`config.mk`:
```
export PLATFORM = sky130hd
export DESIGN_NAME = quoted_argument_splitter
export DESIGN_NICKNAME = d
export VERILOG_FILES = /design/src/rtl/core/qas_pkg.sv /design/src/rtl/core/qas_in_stage.sv /design/src/rtl/core/qas_splitter.sv /design/src/rtl/core/qas_out_stage.sv /design/src/rtl/core/quoted_argument_splitter.sv
export SDC_FILE = /design/constraint.sdc
export NUM_CORES = 1
export LEC_CHECK = 0
export BUFFER_PORTS_ARGS = -buffer_cell sky130_fd_sc_hd__buf_2
export CELL_PAD_IN_SITES_DETAIL_PLACEMENT = 2
export CELL_PAD_IN_SITES_GLOBAL_PLACEMENT = 2
export CORE_MARGIN = 1
export CORE_UTILIZATION = 31
export DETAILED_ROUTE_END_ITERATION = 10
export HOLD_SLACK_MARGIN = 0.1
export MAX_ROUTING_LAYER = met4
export PLACE_DENSITY_LB_ADDON = 0.12
export SETUP_SLACK_MARGIN = 0.05
export SLEW_MARGIN = 20
export SYNTH_ARGS = -nofsm -noshare
export SYNTH_HDL_FRONTEND = slang
export SYNTH_SLANG_ARGS = --single-unit
```
`constraint.sdc`:
```
create_clock -name clock -period 2.1 [get_ports clock]
set_input_delay 0.21 -clock clock [delete_from_list [all_inputs] [get_ports clock]]
set_output_delay 0.21 -clock clock [all_outputs]
set_load 0.01 [all_outputs]
```
`src/rtl/core/qas_pkg.sv`:
```
// shared types, character codes and escape mapping for the argument splitter
package qas_pkg;

   typedef enum logic [1:0] {
      MODE_IDLE   = 2'd0,
      MODE_PLAIN  = 2'd1,
      MODE_QUOTED = 2'd2
   } mode_type;

   localparam logic [7:0] CHAR_SPACE  = 8'h20;
   localparam logic [7:0] CHAR_QUOTE  = 8'h22;
   localparam logic [7:0] CHAR_BSLASH = 8'h5C;
   localparam logic [7:0] CHAR_B      = 8'h62;
   localparam logic [7:0] CHAR_F      = 8'h66;
   localparam logic [7:0] CHAR_N      = 8'h6E;
   localparam logic [7:0] CHAR_R      = 8'h72;
   localparam logic [7:0] CHAR_T      = 8'h74;
   localparam logic [7:0] CODE_BS     = 8'h08;
   localparam logic [7:0] CODE_FF     = 8'h0C;
   localparam logic [7:0] CODE_LF     = 8'h0A;
   localparam logic [7:0] CODE_CR     = 8'h0D;
   localparam logic [7:0] CODE_TAB    = 8'h09;

   typedef struct packed {
      logic [7:0] char_byte;
      logic       is_end;
   } req_type;

   typedef struct packed {
      logic [7:0] out_byte;
      logic       byte_valid;
      logic       arg_end;
      logic       string_done;
   } rsp_type;

   function automatic logic [7:0] map_escape(input logic [7:0] c);
      logic [7:0] r;
      case (c)
         CHAR_B:  r = CODE_BS;
         CHAR_F:  r = CODE_FF;
         CHAR_N:  r = CODE_LF;
         CHAR_R:  r = CODE_CR;
         CHAR_T:  r = CODE_TAB;
         default: r = c;
      endcase
      return r;
   endfunction

endpackage

```
`src/rtl/core/qas_in_stage.sv`:
```
// input register stage holding one request
module qas_in_stage (
   input  logic             clock,
   input  logic             reset,
   input  logic             load,
   input  logic             drain,
   input  qas_pkg::req_type req_in,
   output logic             valid,
   output qas_pkg::req_type req_out
);

   logic             valid_ff;
   logic             valid_in;
   qas_pkg::req_type data_ff;

   assign valid_in = load | (valid_ff & ~drain);

   always_ff @(posedge clock) begin
      if (reset) begin
         valid_ff <= 1'b0;
      end else begin
         valid_ff <= valid_in;
      end
   end

   always_ff @(posedge clock) begin
      if (load) begin
         data_ff <= req_in;
      end
   end

   assign valid   = valid_ff;
   assign req_out = data_ff;

endmodule

```
`src/rtl/core/qas_splitter.sv`:
```
// split state and per-byte decision logic
module qas_splitter (
   input  logic             clock,
   input  logic             reset,
   input  logic             step,
   input  qas_pkg::req_type req,
   output logic             has_rsp,
   output qas_pkg::rsp_type rsp
);

   qas_pkg::mode_type mode_ff;
   qas_pkg::mode_type mode_in;
   logic              escape_ff;
   logic              escape_in;

   always_comb begin
      mode_in   = mode_ff;
      escape_in = escape_ff;
      has_rsp   = 1'b0;
      rsp       = '0;
      if (req.is_end) begin
         // pending trailing backslash is simply dropped
         has_rsp         = 1'b1;
         rsp.arg_end     = (mode_ff != qas_pkg::MODE_IDLE);
         rsp.string_done = 1'b1;
         mode_in         = qas_pkg::MODE_IDLE;
         escape_in       = 1'b0;
      end else begin
         case (mode_ff)
            qas_pkg::MODE_IDLE: begin
               if (req.char_byte == qas_pkg::CHAR_QUOTE) begin
                  mode_in   = qas_pkg::MODE_QUOTED;
                  escape_in = 1'b0;
               end else if (req.char_byte != qas_pkg::CHAR_SPACE) begin
                  mode_in = qas_pkg::MODE_PLAIN;
                  if (req.char_byte == qas_pkg::CHAR_BSLASH) begin
                     escape_in = 1'b1;
                  end else begin
                     escape_in      = 1'b0;
                     has_rsp        = 1'b1;
                     rsp.out_byte   = req.char_byte;
                     rsp.byte_valid = 1'b1;
                  end
               end
            end
            default: begin
               if (escape_ff) begin
                  escape_in      = 1'b0;
                  has_rsp        = 1'b1;
                  rsp.out_byte   = qas_pkg::map_escape(req.char_byte);
                  rsp.byte_valid = 1'b1;
               end else if (req.char_byte == qas_pkg::CHAR_BSLASH) begin
                  escape_in = 1'b1;
               end else if ((mode_ff == qas_pkg::MODE_QUOTED &&
                             req.char_byte == qas_pkg::CHAR_QUOTE) ||
                            (mode_ff != qas_pkg::MODE_QUOTED &&
                             req.char_byte == qas_pkg::CHAR_SPACE)) begin
                  mode_in     = qas_pkg::MODE_IDLE;
                  has_rsp     = 1'b1;
                  rsp.arg_end = 1'b1;
               end else begin
                  has_rsp        = 1'b1;
                  rsp.out_byte   = req.char_byte;
                  rsp.byte_valid = 1'b1;
               end
            end
         endcase
      end
   end

   always_ff @(posedge clock) begin
      if (reset) begin
         mode_ff   <= qas_pkg::MODE_IDLE;
         escape_ff <= 1'b0;
      end else if (step) begin
         mode_ff   <= mode_in;
         escape_ff <= escape_in;
      end
   end

endmodule

```
`src/rtl/core/qas_out_stage.sv`:
```
// result register toward the response channel
module qas_out_stage (
   input  logic             clock,
   input  logic             reset,
   input  logic             load,
   input  qas_pkg::rsp_type rsp_in,
   input  logic             taken,
   output logic             valid,
   output qas_pkg::rsp_type rsp_out
);

   logic             valid_ff;
   logic             valid_in;
   qas_pkg::rsp_type data_ff;

   assign valid_in = load | (valid_ff & ~taken);

   always_ff @(posedge clock) begin
      if (reset) begin
         valid_ff <= 1'b0;
      end else begin
         valid_ff <= valid_in;
      end
   end

   always_ff @(posedge clock) begin
      if (load) begin
         data_ff <= rsp_in;
      end
   end

   assign valid   = valid_ff;
   assign rsp_out = data_ff;

endmodule

```
`src/rtl/core/quoted_argument_splitter.sv`:
```
// top level of the quoted argument splitter
// Usage:
//   The request channel (req_*) carries one command line byte per request;
//   req_tlast marks the end-of-string request, whose byte is ignored.
//   The response channel (rsp_*) carries at most one response per request:
//   an unescaped argument byte (rsp_tuser[0] set), an argument end
//   (rsp_tlast set) or the end-of-string marker (rsp_tuser[1] set).
//   Requests that only change state (separating spaces, an opening quote,
//   a backslash) produce no response.
// Timing:
//   A request is registered on acceptance and decided against the split
//   state once the result register has room; its response is then
//   registered in the result register and offered on rsp_tvalid.
//   One request per cycle is sustained while rsp_tready stays high; the
//   split state is updated on each decision between the input and result registers.
// Reset and stalls:
//   Reset empties both registers and returns to idle between arguments.
//   While rsp_tready is low a valid response holds in the result register; one
//   more request is still taken into the input register if it is empty, then req_tready drops.
module quoted_argument_splitter (
   input  logic       clock,
   input  logic       reset,
   input  logic       req_tvalid,
   output logic       req_tready,
   input  logic [7:0] req_tdata,   // [7:0] char_byte
   input  logic       req_tlast,   // is_end
   output logic       rsp_tvalid,
   input  logic       rsp_tready,
   output logic [7:0] rsp_tdata,   // [7:0] out_byte
   output logic [1:0] rsp_tuser,   // [0] byte_valid, [1] string_done
   output logic       rsp_tlast    // arg_end
);

   qas_pkg::req_type req_in;
   qas_pkg::req_type req_cur;
   qas_pkg::rsp_type rsp_dec;
   qas_pkg::rsp_type rsp_cur;
   logic             in_valid;
   logic             out_valid;
   logic             out_room;
   logic             step;
   logic             has_rsp;
   logic             req_fire;

   assign req_in.char_byte = req_tdata;
   assign req_in.is_end    = req_tlast;

   assign out_room   = ~out_valid | rsp_tready;
   assign step       = in_valid & out_room;
   assign req_tready = ~in_valid | step;
   assign req_fire   = req_tvalid & req_tready;

   qas_in_stage u_in (
      .clock   (clock),
      .reset   (reset),
      .load    (req_fire),
      .drain   (step),
      .req_in  (req_in),
      .valid   (in_valid),
      .req_out (req_cur)
   );

   qas_splitter u_split (
      .clock   (clock),
      .reset   (reset),
      .step    (step),
      .req     (req_cur),
      .has_rsp (has_rsp),
      .rsp     (rsp_dec)
   );

   qas_out_stage u_out (
      .clock   (clock),
      .reset   (reset),
      .load    (step & has_rsp),
      .rsp_in  (rsp_dec),
      .taken   (rsp_tready),
      .valid   (out_valid),
      .rsp_out (rsp_cur)
   );

   assign rsp_tvalid   = out_valid;
   assign rsp_tdata    = rsp_cur.out_byte;
   assign rsp_tuser[0] = rsp_cur.byte_valid;
   assign rsp_tuser[1] = rsp_cur.string_done;
   assign rsp_tlast    = rsp_cur.arg_end;

   // a response is never both a byte and an end marker
   a_kind_exclusive: assert property (@(posedge clock) disable iff (reset)
      rsp_tvalid |-> !(rsp_tuser[0] && (rsp_tuser[1] || rsp_tlast)))
      else $error("response carries a byte and an end marker");

   // marker responses carry a zero byte
   a_marker_zero: assert property (@(posedge clock) disable iff (reset)
      (rsp_tvalid && !rsp_tuser[0]) |-> (rsp_tdata == 8'd0))
      else $error("marker response has nonzero byte");

   // an end-of-string request always yields a response when decided
   a_end_responds: assert property (@(posedge clock) disable iff (reset)
      (step && req_cur.is_end) |=> (rsp_tvalid && rsp_tuser[1]))
      else $error("end of string lost");

   // nothing is offered right after reset
   a_reset_empty: assert property (@(posedge clock)
      reset |=> !rsp_tvalid)
      else $error("response valid after reset");

endmodule

```
Yosys cells after proc, flatten, opt, wreduce, memory -nomap -nowiden

Cells that the tools add are included.

Output and inout port bits: 13
Word-level logic and storage cells: 77
Register bits after elaboration: 25
Input bits: 13

Reductions and logical operators: 8
Bitwise gates (word level): 13
Eq/ne operators: 14
Muxes and demuxes: 32

Operator list:

| cell               | count |
|---|---|
| $mux 9             | 6 |
| $eq 8x7->1 const B | 6 |
| $pmux 8 s5         | 1 |
| $mux 1             | 17 |
| $eq 8x6->1 const B | 2 |
| $mux 2             | 7 |
| $mux 10            | 1 |
| $ne 8x6->1 const B | 1 |
| $ne 3x3->1 const B | 2 |
| $and 1x1->1        | 5 |
| $reduce_and 5->1   | 1 |
| $ne 4x2->1 const B | 1 |
| $not 1->1          | 4 |
| $or 1x1->1         | 4 |
| $reduce_bool 3->1  | 1 |
| $eq 2x2->1 const B | 1 |
| $logic_and 1x1->1  | 2 |
| $logic_not 2->1    | 1 |
| $ne 2x2->1 const B | 1 |
| $reduce_and 2->1   | 1 |
| $reduce_bool 2->1  | 1 |
| $logic_or 1x1->1   | 1 |

Depth between registers and ports, before layout

Gate-level depths: netlist of run 1.

Depth in word-level cells: 8
Mapped depth: 6
Mapped depth without buffers: 5

Cells and area by module

Synthesis of run 1 repeated with hierarchy kept, for this count alone.

Cells, all modules: 104
Area total of the unflattened synthesis: 1,242.4 µm²

Modules (own cells, without submodules):

| module                   | area each (µm²) | cells an instance | sequential area each (µm²) | times used |
|---|---|---|---|---|
| qas_splitter             | 518.0           | 71                | 60.1                       | 1 |
| qas_out_stage            | 369.1           | 15                | 350.3                      | 1 |
| qas_in_stage             | 309.0           | 13                | 290.3                      | 1 |
| quoted_argument_splitter | 46.3            | 5                 | 0.0                        | 1 |

Worst setup path after synthesis of run 1

OpenSTA, ideal clock, no wires.

Kind: reg-to-reg
Start point: register u_in.data_ff, in the netlist u_in.req_out[3]
End point: register u_out.data_ff, in the netlist u_out.rsp_out[0], enable pin
Stages on the path, launching flop included: 7
Path slack: 131 ps
Arrival: 1,679 ps
Period minus slack after synthesis: 1,969 ps
Required time: 1,810 ps
Path buffers: 1
Setup time: 290 ps
Cells stage by stage: edfxtp_1 -> buf_6 -> or4_4 -> nor2_8 -> nand2_2 -> a211oi_2 -> nor2_1

Longest elaborated chain between the ends: 7
Elaborated cells between the ends (all ways): 10
Classes of those cells: eq/ne: 3; mux: 6; bitwise: 1

RTL lines:

| what                     | line                                   | source |
|---|---|---|
| start: declaration       | qas_in_stage.sv:14                     | `qas_pkg::req_type data_ff;` |
| start signal: assignment | qas_in_stage.sv:28                     | `data_ff <= req_in;` |
| $eq 8x7->1               | qas_splitter.sv:36, qas_splitter.sv:52 |  |
| $mux 1                   | qas_splitter.sv:36                     | `if (req.char_byte == qas_pkg::CHAR_BSLASH) begin` |
| $mux 1                   | qas_splitter.sv:34                     | `end else if (req.char_byte != qas_pkg::CHAR_SPACE) begin` |
| $mux 1                   | qas_splitter.sv:31                     | `if (req.char_byte == qas_pkg::CHAR_QUOTE) begin` |
| $mux 1 *                 | qas_splitter.sv:29                     | `case (mode_ff)` |
| $mux 1 *                 | qas_splitter.sv:21                     | `if (req.is_end) begin` |
| $and 1x1->1 *            | quoted_argument_splitter.sv:75         | `.load (step & has_rsp),` |
| named net u_out.load     | qas_out_stage.sv:5                     | `input logic load,` |
| end signal: assignment   | qas_out_stage.sv:28                    | `data_ff <= rsp_in;` |
| end: declaration         | qas_out_stage.sv:14                    | `qas_pkg::rsp_type data_ff;` |

Mark *: on every way through the listed nets, which the timed path passes. The rest lies on a longest branch.
A chain may end at the register's enable or synchronous reset.

Worst setup path in the final report of run 1

Start point: register u_split.mode_ff[0]
End point: register u_out.data_ff, in the netlist u_out.rsp_out[4] (data pin)

Longest elaborated chain between the ends: 7
Elaborated cells between the ends (all ways): 10
Classes of those cells: eq/ne: 2; mux: 4; reduce/logical: 4

RTL lines:

| what                                            | line                                   | source |
|---|---|---|
| start: declaration                              | qas_splitter.sv:11                     | `qas_pkg::mode_type mode_ff;` |
| start signal: assignment                        | qas_splitter.sv:73                     | `mode_ff <= qas_pkg::MODE_IDLE;` |
| start signal: assignment                        | qas_splitter.sv:76                     | `mode_ff <= mode_in;` |
| $eq 2x2->1 / $ne 2x2->1 (equally long branches) | qas_splitter.sv:54, qas_splitter.sv:56 |  |
| $logic_and 1x1->1, on equally long branches     | qas_splitter.sv:54, qas_splitter.sv:56 |  |
| $logic_or 1x1->1                                | qas_splitter.sv:55                     | `req.char_byte == qas_pkg::CHAR_QUOTE) \|\|` |
| $mux 9                                          | qas_splitter.sv:54                     | `end else if ((mode_ff == qas_pkg::MODE_QUOTED &&` |
| $mux 10                                         | qas_splitter.sv:52                     | `end else if (req.char_byte == qas_pkg::CHAR_BSLASH) begin` |
| $mux 9                                          | qas_splitter.sv:47                     | `if (escape_ff) begin` |
| $mux 9 *                                        | qas_splitter.sv:29                     |  |

Every way passes the cells marked *; elsewhere a longest branch is shown, timed or not.

==> results of run 1 <==
cell usage after synthesis, types with 2 or more instances:
master / count
nand2b_1: 4
dfxtp_1: 5
or3_1: 3
o21a_1: 2
nor4bb_1: 3
and3_1: 2
edfxtp_1: 20
nor3_1: 3
buf_4: 2
a21oi_1: 9
nand2_1: 4
o21ai_0: 6
nor2_1: 12
nor2b_1: 4
inv_1: 2
mux2i_1: 2
registers in the layout, summed over array words and instances (netlist names):
signal,count
u_out.rsp_out,11
u_in.req_out,9
u_split.mode_ff,2
u_in.valid,1
u_out.valid,1
u_split.escape_ff,1
per-layer routing:
layer / vias to the layer above / global-route usage (%) / part of all wire [%]
li1: 507 / - / -
met1: 519 / 23.9 / 48
met2: 25 / 27.9 / 47
met3: 6 / 2.59 / 2.9
met4: 0 / 6.65 / 1.6
met5: - / - / 0
repair_timing:
item | CTS | global route
hold buffers | 1 | 5
resized for setup | 1 | 3
setup endpoints to repair | 1 | 7
endpoints found under the hold margin | 1 | 5
buffers inserted | 0 | 4
pin swaps | 0 | 1
power by group:
part	total, W	switching (W)	internal [W]
logic	0.000130	0.0000688	0.0000616
registers	0.000581	0.0000186	0.000562
clock network	0.000296	0.000163	0.000133
cell families (layout without fill, tap and decap cells):
| family | Yosys count | in the layout | synth area share [%] |
|---|---|---|---|
| AOI/OAI and AO/OA | 31 | 31 | 16.6 |
| xor gates and xnor gates | 2 | 2 | 1.38 |
| buffers and inverters | 7 | 49 | 3.34 |
| DFF | 25 | 25 | 55.1 |
| and+or+nand+nor | 45 | 45 | 22.0 |
| muxes | 2 | 2 | 1.57 |
worst min-delay path by stage:
stage                       from         endpoint  slack [ns]  cells after the start
floorplan              req_tlast  u_in.req_out[0]        0.31                      0
finish              req_tdata[7]  u_in.req_out[8]        0.11                      1
global route        req_tdata[5]  u_in.req_out[6]        0.10                      1
detailed placement     req_tlast  u_in.req_out[0]        0.39                      1
CTS                 req_tdata[1]  u_in.req_out[2]        0.11                      1
global placement    req_tdata[0]  u_in.req_out[1]        0.39                      1
through the flow:
stage	hold slack, ns	utilization (%)
2_1_floorplan	0.309	-
3_5_place_dp	0.389	39.0
6_report	0.111	43.0
3_3_place_gp	0.387	39.0
5_1_grt	0.104	43.0
4_1_cts	0.106	40.5
final cells by class:
cell class | count | area (um^2) | share of cell area, %
Clock inverter | 1 | 5.00 | 0.307
Timing Repair Buffer | 43 | 279 | 17.1
Clock buffer | 3 | 41.3 | 2.53
Multi-Input combinational cell | 80 | 538 | 33.0
Sequential cell | 25 | 701 | 42.9
Tap cell | 48 | 60.1 | 3.68
Inverter | 2 | 7.51 | 0.460
cell usage in the layout, fill, tap and decap left out, types with 2 or more instances in the layout:
cell,count
a21oi_1,9
clkbuf_8,3
buf_4,11
nor2_1,12
edfxtp_1,20
nor4bb_1,3
dlygate4sd3_1,6
mux2i_1,2
inv_1,2
nor2b_1,4
or3_1,3
nand2_1,4
nor3_1,2
nand2b_1,4
dfxtp_1,5
o21ai_0,6
buf_2,25
o21a_1,2
and3_1,2
critical path: cells and delay by family, from the launching register on:
kind	cells	cell delay (ns)
compound gates	3	1.24
flops	1	0.50
==> results.ini, run 1 <==
[critical_path]
startpoint_type = flop
path_cells = o21ai_0 -> a2111oi_1 -> a311oi_1
cp-endpoint = u_out.rsp_out[4]
cp_slowest_stage_delay_ns = 0.75
reg2reg_from = u_split.mode_ff[0]
path_class = flop to flop
crit_arrival_ns = 2.04
crit_required_ns = 2.09
r2r_slack_ns = 0.06
cp_max_fo = 8
cpMaxStageDelayCell = a2111oi_1
r2r_end = u_out.rsp_out[4]
cp-startpoint = u_split.mode_ff[0]
end_kind = flop
reg2regPathDepth = 3

[timing]
layout_setup_ws_ns = 0.0582
setup_viol = 0
final.setup.tns_ns = 0
hold_viol_final = 0
rsz0062_at_grt = no
timing.fmax_ghz = 0.490
relSlewSlack_pct = 42.8
slew_viol_final = 0
fin_crit_ns = 2.04
finalClockSkew_ns = 0.00754
worst_pin_slew_ns = 0.850
period_share_pct = 97.2

[floorplan]
die_x_um = 66.1
row_count = 22
die_y_um = 66.1
die-area_um2 = 4370
coreArea_um2 = 3800
io-pin-count = 26
start_util_pct = 33.5

[min_path]
hold_path_class = input pin to flop

[cts]
cts_buffers = 3
cts_max_level = 1
clk_pin_slew_ns = 0.09
cts_tree = yes
cts-root-buf = clkbuf_8
cts_buffer_depth = 2
cts.sinks = 25
clkLatencyLatePin_ns = 0.28

[final_layout]
fin_area_um2 = 1630
syn_to_final_growth_pct = 28.2
diodes = 0
drive_gt1_share_pct = 32.5
fillers = 405
finalNetCount = 168
fin_cells = 202

[yosys]
synth_seq_cells = 25
yosysTopAreaCellShare_pct = 47.2
synth_area_um2 = 1270
synth.largest_area_cell = edfxtp_1
ys_async_sr_fraction_pct = 0
synth_edf_count = 20
yosysSeqAreaShare_pct = 55.1
ys_top_cells_by_area = edfxtp_1 47%, dfxtp_1 7.9%, a21oi_1 3.5%
syn-num-nets = 125
synth_flop_cell = edfxtp_1
syn_area_per_cell_um2 = 11.4
yosysWarningCount = 0
post_synth_num_cell_types = 45
syn_inst = 112

[place]
port_buffers = 25
hpwlAfterDp_um = 2450
placed_cell_area_um2 = 1480
gp_congestion = 0.814
place_ws_ns = 0.0212
dp_cells = 188

[global_route]
gr-total-overflow = 0
grt_max_degree = 15
grt_pass1_wl_um = 5540
grt_util_all_layers_pct = 18.0
antenna_found_initial = 0
grt_pass1_vias = 1056

[route]
vias = 1057
first_pass_iters = 3
final_antenna_net_count = 0
vias_per_cell = 5.23
drtIter0Drc = 29
drc = 0
drt-total-wl_um = 3530
wl_per_cell_um = 17.5

[power_and_ir_drop]
max-vdd-ir-drop_v = 0.000213
power_leakage_nw = 0.613
p_total_w = 0.00101
power.density_nw_per_um2 = 618

[status]
outcome = complete, no violations

[run]
max_cap_viol_count = 0

Note: power is estimated with default switching activity, not from simulation.
==> inputs of run 2 (changes only) <==
- ABC_AREA: unset -> 1
- CORE_UTILIZATION: 31 -> 28
==> results.ini, run 2 <==
[status]
outcome = complete, no violations

[timing]
hold_viol_final = 0  ; unchanged
setup_viol = 0  ; unchanged
hold_ws_ns = 0.107  ; -0.00438 ns
slew_viol_final = 0  ; unchanged
period_share_pct = 88.1  ; -9.2 points
relSlewSlack_pct = 74.9  ; +32 points
timing.fmax_ghz = 0.541  ; +10%
worst_pin_slew_ns = 0.377  ; -0.473 ns
final.setup.tns_ns = 0  ; unchanged
rsz0062_at_grt = no
finalClockSkew_ns = 0.00137  ; -0.00617 ns
fin_crit_ns = 1.85  ; -0.193 ns

[global_route]
grt_max_degree = 15  ; unchanged
antenna_found_initial = 0  ; unchanged
gr-total-overflow = 0  ; unchanged
grt_pass1_vias = 1332  ; +26%
grt_pass1_wl_um = 6250  ; +13%
grt_util_all_layers_pct = 17.0  ; -1.1 points

[final_layout]
drive_gt1_share_pct = 30.4  ; -2.1 points
finalNetCount = 208  ; +24%
largest_reg_flops = 11  ; unchanged
diodes = 0  ; unchanged
fillers = 500  ; +23%
final_common_cell = nand2_1
syn_to_final_growth_pct = 26.6
layout_common_cells = 37 x nand2_1, 25 x buf_2, 22 x nor2_1

[cts]
clk_pin_slew_ns = 0.09  ; about the same
cts_buffers = 3  ; unchanged
cts.sinks = 25  ; unchanged
cts_tree = yes
cts_buffer_depth = 2  ; unchanged
clkLatencyLatePin_ns = 0.28  ; about the same
cts_max_level = 1  ; unchanged
cts-root-buf = clkbuf_8

[floorplan]
io-pin-count = 26  ; unchanged
die_y_um = 70.3  ; +6.4%
coreArea_um2 = 4410  ; +16%
die_x_um = 70.3  ; +6.4%
row_count = 24  ; +9.1%
start_util_pct = 29.6  ; -3.9 points
die-area_um2 = 4940  ; +13%

[yosys]
synthTopCellsByCount = 38 x nand2_1, 22 x nor2_1, 20 x edfxtp_1
ys_top_cells_by_area = edfxtp_1 46%, nand2_1 11%, dfxtp_1 7.7%
ys_async_sr_fraction_pct = 0  ; unchanged
yosysTopAreaCellShare_pct = 46.0  ; -1.2 points
synth_seq_cells = 25  ; unchanged
yosysSeqAreaShare_pct = 53.7  ; -1.4 points
yosysMostFrequentCell = nand2_1
syn_area_per_cell_um2 = 8.47  ; -25%
synth_flop_cell = edfxtp_1
yosysWarningCount = 0  ; unchanged
synth.largest_area_cell = edfxtp_1
post_synth_num_cell_types = 21  ; -53%
synth_edf_count = 20  ; unchanged
syn_inst = 154  ; +38%
syn-num-nets = 167  ; +34%
synth_area_um2 = 1310  ; +2.6%

[route]
vias = 1146  ; +8.4%
drt-total-wl_um = 3770  ; +6.7%
wl_per_cell_um = 15.3  ; -12%
drc = 0  ; unchanged
final_antenna_net_count = 0  ; unchanged
first_pass_iters = 4  ; +1
drtIter0Drc = 51  ; +76%
vias_per_cell = 4.66  ; -11%

[power_and_ir_drop]
power.density_nw_per_um2 = 651  ; +5.4%
max-vdd-ir-drop_v = 0.000248  ; +17%
power_leakage_nw = 0.743  ; +21%

[critical_path]
startpoint_type = flop
end_kind = flop
cp-startpoint = u_in.req_out[3]
cpMaxStageDelayCell = edfxtp_1
path_cells = inv_2 -> nand2_2 -> nor2_4 -> nand2_1 -> nand2_1 -> nor2_2 -> nand2_1 -> nand2_1 -> nand2_2 -> clkinvlp_4
path_class = flop to flop
r2r_slack_ns = 0.25  ; +0.19 ns
reg2reg_from = u_in.req_out[3]
crit_required_ns = 2.11  ; +0.02 ns
crit_arrival_ns = 1.86  ; -0.18 ns
critPathMostFrequentCell = nand2_1
cp_slowest_stage_delay_ns = 0.44  ; -0.31 ns
cp-endpoint = u_out.rsp_out[9]
r2r_end = u_out.rsp_out[9]
reg2regPathDepth = 10  ; +7
cp_max_fo = 6  ; -2

[place]
hpwlAfterDp_um = 3030  ; +24%
gp_congestion = 0.824  ; +1.3%
port_buffers = 25  ; unchanged

[min_path]
hold_path_class = input pin to flop

[run]
max_cap_viol_count = 0  ; unchanged

## run 2: what timing repair did
item	4_1_cts	5_1_grt
gates resized for setup	0	3
hold buffers	6	1
setup endpoints to repair	0	11
endpoints found under the hold margin	6	1
buffers inserted	0	0
## run 2: worst min path at each step
stage / start / to / slack [ns] / depth (start not counted)
final: req_tdata[4] / u_in.req_out[5] / 0.11 / 1
after global routing: req_tdata[4] / u_in.req_out[5] / 0.10 / 1
after floorplan: reset / u_out.valid / 0.27 / 1
after detailed placement: req_tdata[3] / u_in.req_out[4] / 0.39 / 1
after CTS: req_tdata[4] / u_in.req_out[5] / 0.11 / 1
after global placement: req_tdata[6] / u_in.req_out[7] / 0.39 / 1
## run 2: logic make-up (layout without fill, tap and decap cells)
group                  after synthesis  after routing  synth area share, %
AOI/OAI and AO/OA                   13             13                 6.42
and+or+nand+nor                     91             91                 32.7
DFF                                 25             25                 53.7
buffers and inverters               25             65                 7.19
## run 2: through the flow
stage	setup slack [ns]	util, %	total power (W)	instance area, um^2	instances
global route	0.0778	37.4	0.00113	1650	246
global placement	0.322	34.5	0.000763	1520	234
floorplan	0.492	-	0.000699	1310	154
CTS	0.173	36.9	0.00108	1630	244
finish	0.251	37.4	0.00108	1650	246
detailed placement	0.199	34.5	0.000774	1520	234
## run 2: cell type report
type	count	area, um^2	share of cell area, %
Multi-Input combinational cell	104	513	31.1
Clock buffer	3	41.3	2.50
Inverter	24	93.8	5.68
Tap cell	52	65.1	3.94
Timing Repair Buffer	36	225	13.6
Clock inverter	1	5.00	0.303
Timing Repair inverter	1	7.51	0.455
Sequential cell	25	701	42.4
## run 2: worst max-delay path, delay by kind of cell, from the launching register on
family	cells	cell delay [ns]
buf+inv	2	0.35
simple gates	8	0.80
flops	1	0.44
## run 2: where the power goes
part	leakage (nW)	total [W]	internal, W	switching [W]
Combinational	0.484	0.000185	0.0000689	0.000116
Sequential	0.233	0.000588	0.000570	0.0000175
Clock	0.0255	0.000302	0.000133	0.000169
## run 2: layer usage
layer | global-route usage, % | routed length [um] | vias up
met4 | 4.67 | 48 | 0
met5 | - | 0 | -
met1 | 19.4 | 1660 | 543
met3 | 2.16 | 105 | 5
met2 | 30.8 | 1950 | 25
li1 | - | - | 573
==> inputs of run 3 (changes only) <==
- CORE_UTILIZATION: 28 -> 29
- SYNTH_HIERARCHICAL: unset -> 1
==> results.ini, run 3 <==
[timing]
rsz0062_at_grt = no
layout_setup_ws_ns = 0.220  ; -0.0310 ns
final.setup.tns_ns = 0  ; unchanged
relSlewSlack_pct = 75.6  ; +0.70 points
period_share_pct = 89.5  ; +1.5 points
hold_ws_ns = 0.112  ; +0.00480 ns
fin_crit_ns = 1.88  ; +0.0310 ns
slew_viol_final = 0  ; unchanged
worst_pin_slew_ns = 0.366  ; -0.0105 ns
timing.fmax_ghz = 0.532  ; -1.6%
hold_viol_final = 0  ; unchanged
setup_viol = 0  ; unchanged
finalClockSkew_ns = 0.00341  ; +0.00204 ns

[critical_path]
cpMaxStageDelayCell = edfxtp_1
cp-startpoint = u_in/req_out[6]
path_cells = inv_2 -> nor2_1 -> nand2_1 -> nor2_2 -> nor2_2 -> nand3_2 -> nand3_1 -> inv_1 -> nor2_2 -> buf_4
path_class = flop to flop
crit_required_ns = 2.08  ; -0.03 ns
cp_slowest_stage_delay_ns = 0.47  ; +0.03 ns
startpoint_type = flop
cp_max_fo = 10  ; +4
reg2regPathDepth = 10  ; unchanged
r2r_end = u_out/rsp_out[3]
r2r_slack_ns = 0.22  ; -0.03 ns
crit_arrival_ns = 1.86  ; about the same
end_kind = flop
critPathTopFamily = simple AND/OR/NAND/NOR gates
reg2reg_from = u_in/req_out[6]
cp_num_buf_inv = 3  ; +1
critPathMostFrequentCell = nor2_2

[route]
drc = 0  ; unchanged
vias = 1076  ; -6.1%
final_antenna_net_count = 0  ; unchanged
drtIter0Drc = 47  ; -7.8%
vias_per_cell = 4.64  ; -0.44%
drt-total-wl_um = 3360  ; -11%
first_pass_iters = 4  ; unchanged
wl_per_cell_um = 14.5  ; -5.3%

[cts]
cts_setup_buffers = 0  ; unchanged
cts_max_level = 1  ; unchanged
cts-root-buf = clkbuf_8
cts_tree = yes
cts_buffer_depth = 2  ; unchanged
ctsResizeCount = 0  ; unchanged
cts_buffers = 3  ; unchanged
clk_pin_slew_ns = 0.09  ; about the same
cts.sinks = 25  ; unchanged
cts_hold_buf = 0  ; -6
clkLatencyLatePin_ns = 0.27  ; about the same

[place]
gp_congestion = 0.919  ; +12%
hpwlAfterDp_um = 2630  ; -13%
port_buffers = 25  ; unchanged
place_ws_ns = 0.232  ; +0.0335 ns

[final_layout]
drive_gt1_share_pct = 31.9  ; +1.5 points
largest_reg_flops = 11  ; unchanged
multiInputGateArea_um2 = 474  ; -7.6%
finalNetCount = 196  ; -5.8%
syn_to_final_growth_pct = 22.6
seqCellArea_um2 = 701  ; unchanged
final_common_cell = nand2_1
fillers = 487  ; -2.6%
layout_common_cells = 31 x nand2_1, 25 x buf_2, 24 x inv_1
diodes = 0  ; unchanged

[yosys]
synth_flop_cell = edfxtp_1
syn_area_per_cell_um2 = 8.77  ; +3.5%
synth_seq_cells = 25  ; unchanged
synthTopCellsByCount = 31 x nand2_1, 24 x inv_1, 20 x edfxtp_1
syn_inst = 147  ; -4.5%
ys_top_cells_by_area = edfxtp_1 47%, nand2_1 9.0%, dfxtp_1 7.8%
synth_edf_count = 20  ; unchanged
synth.largest_area_cell = edfxtp_1
syn-num-nets = 160  ; -4.2%
yosysWarningCount = 6  ; +6
synth_area_um2 = 1290  ; -1.2%
yosysMostFrequentCell = nand2_1
yosysSeqAreaShare_pct = 54.4  ; +0.68 points
yosysTopAreaCellShare_pct = 46.6  ; +0.58 points
ys_async_sr_fraction_pct = 0  ; unchanged
post_synth_num_cell_types = 20  ; -4.8%

[min_path]
min_path_cells = 1  ; unchanged
min_from = req_tdata[6]
hold_path_class = input pin to flop
whs_endpoint = u_in/req_out[7]

[floorplan]
coreArea_um2 = 4140  ; -6.1%
start_util_pct = 31.1  ; +1.5 points
die_y_um = 68.7  ; -2.3%
die_x_um = 68.7  ; -2.3%
row_count = 23  ; -4.2%
io-pin-count = 26  ; unchanged
die-area_um2 = 4710  ; -4.5%

[global_route]
antenna_found_initial = 0  ; unchanged
grt_max_degree = 15  ; unchanged
grt_util_all_layers_pct = 17.1  ; +0.12 points
grt_pass1_vias = 1117  ; -16%
gr-total-overflow = 0  ; unchanged
grt_pass1_wl_um = 5590  ; -11%

[power_and_ir_drop]
max-vdd-ir-drop_v = 0.000354  ; +43%
power.density_nw_per_um2 = 683  ; +4.9%
power_leakage_nw = 0.721  ; -3.0%

[status]
outcome = complete, no violations

[run]
max_cap_viol_count = 0  ; unchanged

## run 3: metal layers
layer  global-route usage (%)  vias up  routed length (um)
met2                     29.0       19                1720
met3                     1.97        2                  86
met1                     21.3      517                1530
met4                     4.69        0                  22
li1                         -      538                   -
met5                        -        -                   0
## run 3: cell type report
type | count | share of cell area [%]
Tap cell | 50 | 3.96
Inverter | 28 | 6.73
Clock inverter | 1 | 0.317
Clock buffer | 3 | 2.61
Timing Repair Buffer | 32 | 12.0
Sequential cell | 25 | 44.3
Multi-Input combinational cell | 93 | 30.0
## run 3: kinds of logic (layout without fill, tap and decap cells)
group / count (synthesis) / after routing / share of synthesized area [%]
AO/OA/AOI/OAI: 15 / 15 / 7.47
buffers and inverters: 29 / 64 / 8.84
flip-flops: 25 / 25 / 54.4
AND/OR/NAND/NOR: 78 / 78 / 29.3
## run 3: worst max path at each step
stage / endpoint / cells past startpoint / slack [ns]
after global placement: u_out/rsp_out[10] / 10 / 0.23
after detailed placement: u_out/rsp_out[10] / 10 / 0.23
final: u_out/rsp_out[3] / 10 / 0.22
after global routing: u_out/rsp_out[0] / 10 / 0.08
after floorplan: u_out/rsp_out[0] / 9 / 0.42
after CTS: u_out/rsp_out[3] / 10 / 0.22
## run 3: through the flow
| stage | power (W) | std cells | cell area (um^2) | util [%] |
|---|---|---|---|---|
| detailed placement | 0.000791 | 223 | 1480 | 35.8 |
| global placement | 0.000782 | 223 | 1480 | 35.8 |
| finish | 0.00108 | 232 | 1580 | 38.1 |
| CTS | 0.00109 | 227 | 1530 | 36.9 |
| global route | 0.00114 | 232 | 1580 | 38.1 |
| floorplan | 0.000721 | 147 | 1290 | - |
## run 3: power by group
part           total [W]  switching (W)  internal (W)
clock network   0.000294       0.000161      0.000133
logic           0.000189       0.000122     0.0000667
registers       0.000597      0.0000209      0.000576
total            0.00108       0.000304      0.000776
